==> src/sv/cse_pkg.sv <==
package cse_pkg;

    localparam int DEPTH_DEFAULT       = 64;
    localparam int VALUE_WIDTH_DEFAULT = 32;

    // The gap shrinks as gap * 10 / 13. The division by 13 is a multiply by
    // ceil(2^16 / 13) and a shift, exact for every scaled gap below 2^11.
    localparam int SHRINK_NUM   = 10;
    localparam int SHRINK_RECIP = 5042;
    localparam int SHRINK_SHIFT = 16;
    localparam int RECIP_W      = 13;

    typedef enum logic [3:0] {
        OP_NOP,
        OP_LOAD,
        OP_INIT,
        OP_SHRINK,
        OP_RD_I,
        OP_RD_J,
        OP_LATCH_B,
        OP_WR_I,
        OP_WR_J,
        OP_INC_I,
        OP_OUT_INIT,
        OP_OUT_LOAD,
        OP_CLEAR
    } t_dp_op;

    typedef enum logic [2:0] {
        COND_NEXT,
        COND_ALWAYS,
        COND_LOAD_WAIT,
        COND_SORTED,
        COND_PASS_END,
        COND_NO_SWAP,
        COND_OUT_HOLD,
        COND_OUT_MORE
    } t_cond;

    typedef logic [4:0] t_upc;

    localparam t_upc UPC_LOAD     = 5'd0;
    localparam t_upc UPC_INIT     = 5'd1;
    localparam t_upc UPC_CHECK    = 5'd2;
    localparam t_upc UPC_SHRINK   = 5'd3;
    localparam t_upc UPC_TEST     = 5'd4;
    localparam t_upc UPC_RD_I     = 5'd5;
    localparam t_upc UPC_RD_J     = 5'd6;
    localparam t_upc UPC_CMP      = 5'd7;
    localparam t_upc UPC_WR_I     = 5'd8;
    localparam t_upc UPC_WR_J     = 5'd9;
    localparam t_upc UPC_NEXT     = 5'd10;
    localparam t_upc UPC_OUT_INIT = 5'd11;
    localparam t_upc UPC_OUT_RD   = 5'd12;
    localparam t_upc UPC_OUT_LD   = 5'd13;
    localparam t_upc UPC_OUT_WAIT = 5'd14;
    localparam t_upc UPC_OUT_MORE = 5'd15;
    localparam t_upc UPC_CLEAR    = 5'd16;

    typedef struct packed {
        t_dp_op op;
        t_cond  cond;
        t_upc   target;
    } t_uop;

    typedef struct packed {
        logic load_wait;
        logic sorted;
        logic pass_end;
        logic no_swap;
        logic out_hold;
        logic out_more;
    } t_seq_flags;

    // Control store. When the condition holds the step jumps to its target,
    // otherwise it falls through to the next step.
    function automatic t_uop uop_rom(input t_upc upc);
        t_uop w;
        case (upc)
            UPC_LOAD:     w = '{op: OP_LOAD,     cond: COND_LOAD_WAIT, target: UPC_LOAD};
            UPC_INIT:     w = '{op: OP_INIT,     cond: COND_NEXT,      target: UPC_LOAD};
            UPC_CHECK:    w = '{op: OP_NOP,      cond: COND_SORTED,    target: UPC_OUT_INIT};
            UPC_SHRINK:   w = '{op: OP_SHRINK,   cond: COND_NEXT,      target: UPC_LOAD};
            UPC_TEST:     w = '{op: OP_NOP,      cond: COND_PASS_END,  target: UPC_CHECK};
            UPC_RD_I:     w = '{op: OP_RD_I,     cond: COND_NEXT,      target: UPC_LOAD};
            UPC_RD_J:     w = '{op: OP_RD_J,     cond: COND_NEXT,      target: UPC_LOAD};
            UPC_CMP:      w = '{op: OP_LATCH_B,  cond: COND_NO_SWAP,   target: UPC_NEXT};
            UPC_WR_I:     w = '{op: OP_WR_I,     cond: COND_NEXT,      target: UPC_LOAD};
            UPC_WR_J:     w = '{op: OP_WR_J,     cond: COND_NEXT,      target: UPC_LOAD};
            UPC_NEXT:     w = '{op: OP_INC_I,    cond: COND_ALWAYS,    target: UPC_TEST};
            UPC_OUT_INIT: w = '{op: OP_OUT_INIT, cond: COND_NEXT,      target: UPC_LOAD};
            UPC_OUT_RD:   w = '{op: OP_RD_I,     cond: COND_NEXT,      target: UPC_LOAD};
            UPC_OUT_LD:   w = '{op: OP_OUT_LOAD, cond: COND_NEXT,      target: UPC_LOAD};
            UPC_OUT_WAIT: w = '{op: OP_NOP,      cond: COND_OUT_HOLD,  target: UPC_OUT_WAIT};
            UPC_OUT_MORE: w = '{op: OP_NOP,      cond: COND_OUT_MORE,  target: UPC_OUT_RD};
            UPC_CLEAR:    w = '{op: OP_CLEAR,    cond: COND_ALWAYS,    target: UPC_LOAD};
            default:      w = '{op: OP_NOP,      cond: COND_ALWAYS,    target: UPC_LOAD};
        endcase
        return w;
    endfunction

endpackage

==> src/sv/comb_sort_engine.sv <==
// Channel   Direction  Signals                              Contents
// s_axis    in         tvalid tready tdata tlast            tdata: value; tlast: last
// m_axis    out        tvalid tready tdata tlast tuser      tdata: sorted_value;
//                                                           tlast: last_out; tuser: overflow
//
// Loading accepts one value per cycle. After the last value each comb compare
// reads both entries and, when the pair is swapped, writes both back; each pass
// ends with a sorted check and, unless the set is sorted, a gap shrink. Each
// result is then read through the single read port of the entry store. The sort
// makes about log(N)/log(1.3) passes of up to N compares.
// Reset is synchronous and active low and clears the control state only.
// A stalled master side holds the sequencer in its wait step.
module comb_sort_engine #(
    parameter int DEPTH       = cse_pkg::DEPTH_DEFAULT,
    parameter int VALUE_WIDTH = cse_pkg::VALUE_WIDTH_DEFAULT
) (
    input  logic                                 i_clk,
    input  logic                                 i_rst_n,
    input  logic                                 s_axis_tvalid,
    output logic                                 s_axis_tready,
    input  logic [((VALUE_WIDTH+7)/8)*8-1:0]     s_axis_tdata,   // value
    input  logic                                 s_axis_tlast,
    output logic                                 m_axis_tvalid,
    input  logic                                 m_axis_tready,
    output logic [((VALUE_WIDTH+7)/8)*8-1:0]     m_axis_tdata,   // sorted_value
    output logic                                 m_axis_tlast,
    output logic [0:0]                           m_axis_tuser    // overflow
);

    import cse_pkg::*;

    localparam int TDATA_W = ((VALUE_WIDTH + 7) / 8) * 8;

    t_dp_op                 w_op;
    t_seq_flags             w_flags;
    logic [VALUE_WIDTH-1:0] w_out_value;
    logic                   w_out_ovf;

    cse_seq u_seq (
        .i_clk   (i_clk),
        .i_rst_n (i_rst_n),
        .i_flags (w_flags),
        .o_op    (w_op)
    );

    cse_dp #(
        .DEPTH       (DEPTH),
        .VALUE_WIDTH (VALUE_WIDTH)
    ) u_dp (
        .i_clk          (i_clk),
        .i_rst_n        (i_rst_n),
        .i_op           (w_op),
        .o_flags        (w_flags),
        .i_in_valid     (s_axis_tvalid),
        .o_in_ready     (s_axis_tready),
        .i_in_value     (s_axis_tdata[VALUE_WIDTH-1:0]),
        .i_in_last      (s_axis_tlast),
        .o_out_valid    (m_axis_tvalid),
        .i_out_ready    (m_axis_tready),
        .o_out_value    (w_out_value),
        .o_out_last     (m_axis_tlast),
        .o_out_overflow (w_out_ovf)
    );

    assign m_axis_tdata = TDATA_W'(w_out_value);
    assign m_axis_tuser = w_out_ovf;

endmodule

==> src/sv/cse_ram.sv <==
module cse_ram #(
    parameter int WIDTH = 32,
    parameter int DEPTH = 64
) (
    input  logic                     i_clk,
    input  logic                     i_we,
    input  logic [$clog2(DEPTH)-1:0] i_waddr,
    input  logic [WIDTH-1:0]         i_wdata,
    input  logic [$clog2(DEPTH)-1:0] i_raddr,
    output logic [WIDTH-1:0]         o_rdata
);

    logic [WIDTH-1:0] r_mem [DEPTH];
    logic [WIDTH-1:0] r_rdata;

    always_ff @(posedge i_clk) begin
        if (i_we) begin
            r_mem[i_waddr] <= i_wdata;
        end
        r_rdata <= r_mem[i_raddr];
    end

    assign o_rdata = r_rdata;

endmodule

==> src/sv/cse_dp.sv <==
module cse_dp #(
    parameter int DEPTH       = 64,
    parameter int VALUE_WIDTH = 32
) (
    input  logic                   i_clk,
    input  logic                   i_rst_n,
    input  cse_pkg::t_dp_op        i_op,
    output cse_pkg::t_seq_flags    o_flags,
    input  logic                   i_in_valid,
    output logic                   o_in_ready,
    input  logic [VALUE_WIDTH-1:0] i_in_value,
    input  logic                   i_in_last,
    output logic                   o_out_valid,
    input  logic                   i_out_ready,
    output logic [VALUE_WIDTH-1:0] o_out_value,
    output logic                   o_out_last,
    output logic                   o_out_overflow
);

    import cse_pkg::*;

    localparam int ADDR_W  = $clog2(DEPTH);
    localparam int CNT_W   = $clog2(DEPTH + 1);
    localparam int SCALE_W = CNT_W + 4;
    localparam int PROD_W  = SCALE_W + RECIP_W;

    logic [CNT_W-1:0]       r_count, n_count;
    logic [CNT_W-1:0]       r_gap, n_gap;
    logic [CNT_W-1:0]       r_i, n_i;
    logic                   r_swap, n_swap;
    logic                   r_dropped, n_dropped;
    logic                   r_out_valid, n_out_valid;
    logic [VALUE_WIDTH-1:0] r_a, n_a;
    logic [VALUE_WIDTH-1:0] r_b, n_b;
    logic [VALUE_WIDTH-1:0] r_out_value, n_out_value;
    logic                   r_out_last, n_out_last;
    logic                   r_out_ovf, n_out_ovf;

    logic                   w_in_acc;
    logic                   w_full;
    logic [CNT_W:0]         w_j;
    logic [CNT_W:0]         w_i_inc;
    logic [SCALE_W-1:0]     w_scaled;
    logic [PROD_W-1:0]      w_prod;
    logic [CNT_W-1:0]       w_shrunk;
    logic                   w_we;
    logic [ADDR_W-1:0]      w_waddr;
    logic [VALUE_WIDTH-1:0] w_wdata;
    logic [ADDR_W-1:0]      w_raddr;
    logic [VALUE_WIDTH-1:0] w_rdata;

    assign o_in_ready = (i_op == OP_LOAD);
    assign w_in_acc   = i_in_valid && o_in_ready;
    assign w_full     = (r_count == CNT_W'(DEPTH));
    assign w_j        = {1'b0, r_i} + {1'b0, r_gap};
    assign w_i_inc    = {1'b0, r_i} + (CNT_W + 1)'(1);

    assign w_scaled = SCALE_W'(r_gap) * SCALE_W'(SHRINK_NUM);
    assign w_prod   = PROD_W'(w_scaled) * PROD_W'(SHRINK_RECIP);
    assign w_shrunk = w_prod[SHRINK_SHIFT +: CNT_W];

    assign o_flags.load_wait = !(w_in_acc && i_in_last);
    assign o_flags.sorted    = (r_gap == CNT_W'(1)) && !r_swap;
    assign o_flags.pass_end  = (w_j >= {1'b0, r_count});
    assign o_flags.no_swap   = !($signed(r_a) > $signed(w_rdata));
    assign o_flags.out_hold  = r_out_valid && !i_out_ready;
    assign o_flags.out_more  = (r_i < r_count);

    // Store port steering.
    always_comb begin
        w_we    = 1'b0;
        w_waddr = r_i[ADDR_W-1:0];
        w_wdata = r_b;
        w_raddr = r_i[ADDR_W-1:0];
        case (i_op)
            OP_LOAD: begin
                w_we    = w_in_acc && !w_full;
                w_waddr = r_count[ADDR_W-1:0];
                w_wdata = i_in_value;
            end
            OP_RD_J: begin
                w_raddr = w_j[ADDR_W-1:0];
            end
            OP_WR_I: begin
                w_we = 1'b1;
            end
            OP_WR_J: begin
                w_we    = 1'b1;
                w_waddr = w_j[ADDR_W-1:0];
                w_wdata = r_a;
            end
            default: begin
            end
        endcase
    end

    always_comb begin
        n_count     = r_count;
        n_gap       = r_gap;
        n_i         = r_i;
        n_swap      = r_swap;
        n_dropped   = r_dropped;
        n_out_valid = r_out_valid;
        n_a         = r_a;
        n_b         = r_b;
        n_out_value = r_out_value;
        n_out_last  = r_out_last;
        n_out_ovf   = r_out_ovf;
        if (r_out_valid && i_out_ready) begin
            n_out_valid = 1'b0;
        end
        case (i_op)
            OP_LOAD: begin
                if (w_in_acc) begin
                    if (w_full) begin
                        n_dropped = 1'b1;
                    end else begin
                        n_count = r_count + CNT_W'(1);
                    end
                end
            end
            OP_INIT: begin
                n_gap  = r_count;
                n_swap = 1'b1;
            end
            OP_SHRINK: begin
                n_gap  = (w_shrunk == '0) ? CNT_W'(1) : w_shrunk;
                n_swap = 1'b0;
                n_i    = '0;
            end
            OP_RD_J: begin
                n_a = w_rdata;
            end
            OP_LATCH_B: begin
                n_b = w_rdata;
            end
            OP_WR_I: begin
                n_swap = 1'b1;
            end
            OP_INC_I: begin
                n_i = w_i_inc[CNT_W-1:0];
            end
            OP_OUT_INIT: begin
                n_i = '0;
            end
            OP_OUT_LOAD: begin
                n_out_valid = 1'b1;
                n_out_value = w_rdata;
                n_out_last  = (w_i_inc == {1'b0, r_count});
                n_out_ovf   = r_dropped;
                n_i         = w_i_inc[CNT_W-1:0];
            end
            OP_CLEAR: begin
                n_count   = '0;
                n_gap     = '0;
                n_swap    = 1'b0;
                n_dropped = 1'b0;
            end
            default: begin
            end
        endcase
    end

    always_ff @(posedge i_clk) begin
        if (!i_rst_n) begin
            r_count     <= '0;
            r_gap       <= '0;
            r_i         <= '0;
            r_swap      <= 1'b0;
            r_dropped   <= 1'b0;
            r_out_valid <= 1'b0;
        end else begin
            r_count     <= n_count;
            r_gap       <= n_gap;
            r_i         <= n_i;
            r_swap      <= n_swap;
            r_dropped   <= n_dropped;
            r_out_valid <= n_out_valid;
        end
    end

    always_ff @(posedge i_clk) begin
        r_a         <= n_a;
        r_b         <= n_b;
        r_out_value <= n_out_value;
        r_out_last  <= n_out_last;
        r_out_ovf   <= n_out_ovf;
    end

    cse_ram #(
        .WIDTH (VALUE_WIDTH),
        .DEPTH (DEPTH)
    ) u_store (
        .i_clk   (i_clk),
        .i_we    (w_we),
        .i_waddr (w_waddr),
        .i_wdata (w_wdata),
        .i_raddr (w_raddr),
        .o_rdata (w_rdata)
    );

    assign o_out_valid    = r_out_valid;
    assign o_out_value    = r_out_value;
    assign o_out_last     = r_out_last;
    assign o_out_overflow = r_out_ovf;

endmodule

==> src/sv/cse_seq.sv <==
module cse_seq (
    input  logic                i_clk,
    input  logic                i_rst_n,
    input  cse_pkg::t_seq_flags i_flags,
    output cse_pkg::t_dp_op     o_op
);

    import cse_pkg::*;

    t_upc r_upc, n_upc;
    t_uop w_uop;
    logic w_take;

    assign w_uop = uop_rom(r_upc);

    always_comb begin
        case (w_uop.cond)
            COND_NEXT:      w_take = 1'b0;
            COND_ALWAYS:    w_take = 1'b1;
            COND_LOAD_WAIT: w_take = i_flags.load_wait;
            COND_SORTED:    w_take = i_flags.sorted;
            COND_PASS_END:  w_take = i_flags.pass_end;
            COND_NO_SWAP:   w_take = i_flags.no_swap;
            COND_OUT_HOLD:  w_take = i_flags.out_hold;
            COND_OUT_MORE:  w_take = i_flags.out_more;
            default:        w_take = 1'b0;
        endcase
    end

    always_comb begin
        n_upc = w_take ? w_uop.target : r_upc + t_upc'(1);
    end

    always_comb begin
        o_op = w_uop.op;
    end

    always_ff @(posedge i_clk) begin
        if (!i_rst_n) begin
            r_upc <= UPC_LOAD;
        end else begin
            r_upc <= n_upc;
        end
    end

endmodule

==> config.mk <==
export PLATFORM = sky130hd
export DESIGN_NAME = comb_sort_engine
export DESIGN_NICKNAME = d
export VERILOG_FILES = /design/src/sv/cse_pkg.sv /design/src/sv/comb_sort_engine.sv /design/src/sv/cse_ram.sv /design/src/sv/cse_dp.sv /design/src/sv/cse_seq.sv
export SDC_FILE = /design/constraint.sdc
export NUM_CORES = 2
export LEC_CHECK = 0
export BUFFER_PORTS_ARGS = -buffer_cell sky130_fd_sc_hd__buf_2
export CORE_ASPECT_RATIO = 1.4
export CORE_MARGIN = 8
export CORE_UTILIZATION = 67
export CTS_CLUSTER_DIAMETER = 120
export CTS_CLUSTER_SIZE = 12
export DETAILED_ROUTE_END_ITERATION = 8
export GPL_TIMING_DRIVEN = 1
export HOLD_SLACK_MARGIN = 0.02
export MAX_ROUTING_LAYER = met4
export PLACE_DENSITY = 0.82
export RECOVER_POWER = 25
export SLEW_MARGIN = 20
export SYNTH_ARGS = -nofsm -noshare
export SYNTH_HDL_FRONTEND = slang
export SYNTH_SLANG_ARGS = --single-unit
==> constraint.sdc <==
create_clock -name i_clk -period 14.65 [get_ports i_clk]
set_input_delay 0.7325 -clock i_clk [delete_from_list [all_inputs] [get_ports i_clk]]
set_output_delay 0.7325 -clock i_clk [all_outputs]
set_load 0.01 [all_outputs]
==> results.toml <==
[status]
status = "finished, violations left"
violations = "capacitance limit, slew limit"

[global_routing]
grt_max_degree = 118
grt_pass1_wl_um = 332200
grt_pass1_vias = 48560
gr-total-overflow = 0
grt_use_total = 0.3303
antenna_found_initial = 4

[clock_tree]
clock-sinks = 2218
cts.repair.resized = 0
clock_latency_ps = 820
clk_pin_slew_ps = 80
cts_made_buffers = 202
cts_tree = "yes"
cts_hold_buf = 0
cts_root_buf = "clkbuf_16"
clockBufferDepth = 3
cts.htree.levels = 4
cts_setup_buffers = 0

[floorplan]
initial_core_util = 0.6732
die_area_sq_mm = 0.1448
row_count = 158
die_y_um = 447.0
core_sq_mm = 0.1321
die_w_um = 323.9
ios = 73

[pwr]
irDropWorstVdd_mv = 0.1994
pwr_density_cell_mw_per_mm2 = 172.5
power_leakage_uw = 0.03160

[logic_synthesis]
synth.area.top_cells = "edfxtp_1 (72%), mux4_2 (13%), a211oi_1 (1.9%), ha_1 (1.9%), dfxtp_1 (1.6%)"
ys_seq_area_frac = 0.7410
syn_area_sq_mm = 0.08891
synth_edf_count = 2146
yosys-top-cells-count = "edfxtp_1 (2146), mux4_2 (512), a211oi_1 (227)"
ys_async_sr_fraction = 0
avgSynthCellArea_sq_um = 20.23
yosysMostFrequentCell = "edfxtp_1"
synth_top_area_frac = 0.7248
netlist_instances = 4394
synth_warnings = 0
synth_nets = 4595
synth_seq_cells = 2218
synth.largest_area_cell = "edfxtp_1"
synth_cell_type_count = 68
ys.flop_type = "edfxtp_1"

[worst_setup_path]
critPathArrivalTime_ps = 8630
crit_path_max_fanout = 117
critPathRequiredTime_ps = 15310
worstSetupPathType = "flop to flop"
critPathCaptureType = "flop"
critPathSlowestCell = "clkbuf_1"
worstSetupStartpointType = "flop"
path_cells = "nor2b_1 -> and3b_2 -> clkbuf_1 -> mux2i_4 -> buf_12 -> buf_4 -> buf_4 -> mux4_2 -> nor2b_1 -> a211oi_1 -> a21oi_1 -> a211oi_1 -> a21oi_1"
crit_path_max_incr_delay_ps = 2020

[timing]
finalCritPeriodShare = 0.5440
finalCriticalPeriod_ps = 7969
fmax_mhz = 125.5
hold_slack_ps = 193.6
relSlewSlack = -0.9277
final_hold_viol_count = 0
rsz0062_at_grt = "false"
finalSetupViolations = 0
slew_viol_final = 1680
tightest_slew_ps = 2891
finClkSkew_ps = 32.24
fin_tns_setup_ps = 0

[drt]
wl_per_cell_um = 36.22
dr.pass1.iters = 6
drt_wl_total_um = 231800
num_vias = 47410
drt_iter0_markers = 7039
drc = 0
drt-vias-per-instance = 7.406
drtAntennaViolNets = 0

[placed_design]
dpl.cell_count = 6103
gp_congestion = 0.8970
place_hpwl_um = 114400
port-buffer-count = 72

[finish]
fin_cells = 6401
nFillCells = 6831
drive_above_1_share = 0.2060
postLayoutCoreUtil = 0.7359
ff_latch_area_sq_mm = 0.06588
syn_to_final_growth_pct = 9.312
multi_input_area_sq_mm = 0.02197
fin_nets = 4748

[run]
cap_violations = 28

[worst_hold_path]
hold_class = "primary input to flop"
## flip-flops by register name, indices dropped and copies added, names as in the netlist, 5 cells and up
| signal | cells |
|---|---|
| u_dp.r_b | 32 |
| u_dp.u_store.o_rdata | 32 |
| u_dp.r_a | 32 |
| u_dp.r_gap | 7 |
| u_dp.u_store.r_mem | 2048 |
| u_dp.r_i | 7 |
| u_seq.w_uop | 11 |
| u_seq.r_upc | 5 |
| u_dp.r_count | 7 |
| u_dp.o_out_value | 32 |
## layout by cell type (no fill, tap or decap), drive strengths merged, types with 108 or more instances in the layout
master / instances
edfxtp: 2146
ha: 134
a211oi: 227
nor2: 108
a21oi: 179
clkbuf: 328
nor2b: 142
mux4: 512
nand2: 124
buf: 139
mux2i: 135
## path summary, 6_finish.rpt
path,endpoint,cells past startpoint,start,slack [ps]
worst max register to register,u_dp.u_store.o_rdata[0],13,u_seq.w_uop[10],6680
worst max-delay path,u_dp.u_store.o_rdata[0],13,u_seq.w_uop[10],6680
worst min register to register,u_dp.o_out_overflow,0,u_dp.r_dropped,500
worst min-delay path,u_dp.r_dropped,3,s_axis_tvalid,190
## stage by stage
| stage | area (sq um) | worst slack, ps | power, uW |
|---|---|---|---|
| after floorplan | 88910 | 8486 | 10680 |
| after global placement | 91710 | 7792 | 11780 |
| after detailed placement | 91720 | 7673 | 11930 |
| after CTS | 97300 | 7637 | 16680 |
| after global routing | 97180 | 6152 | 17350 |
| final | 97180 | 6681 | 16760 |
## critical path: cells and delay by family (launching register included)
family | cells | cell delay [ps]
buffers and inverters | 4 | 4280
AOI/OAI and AO/OA | 4 | 1220
and+or+nand+nor | 3 | 610
muxes | 2 | 980
DFF | 1 | 490
## kinds of logic after synthesis
group,Yosys count,synth area share
flops,2218,0.7410
compound gates,539,0.04032
xor+xnor,37,0.003645
simple gates,460,0.02588
mux,649,0.1453
fa+ha+maj,164,0.02561
buf+inv,327,0.01820
## power by group
group / total (uW) / internal (uW) / leakage, uW / switching (uW)
Sequential: 8400 / 8200 / 0.0200 / 190
Clock: 4770 / 2560 / 0.00269 / 2210
Combinational: 3600 / 1110 / 0.00895 / 2490
Total: 16800 / 11900 / 0.0316 / 4890
## per-layer routing
layer  global-route usage  wire length (um)
met5                    -                 0
met3              0.06234             25800
met2               0.5344            116700
met1               0.3964             74040
met4               0.1793             15310
## area by class of cell
type | instances | share of cell area
timing repair buffer | 179 | 0.01210
clock buffer | 288 | 0.05643
antenna | 4 | 0.0001030
clock inverter | 6 | 0.001017
multi-input combinational | 1849 | 0.2260
sequential | 2218 | 0.6779
tap | 1760 | 0.02266
inverter | 97 | 0.003746
No activity file was read; power rests on OpenSTA's default activity.
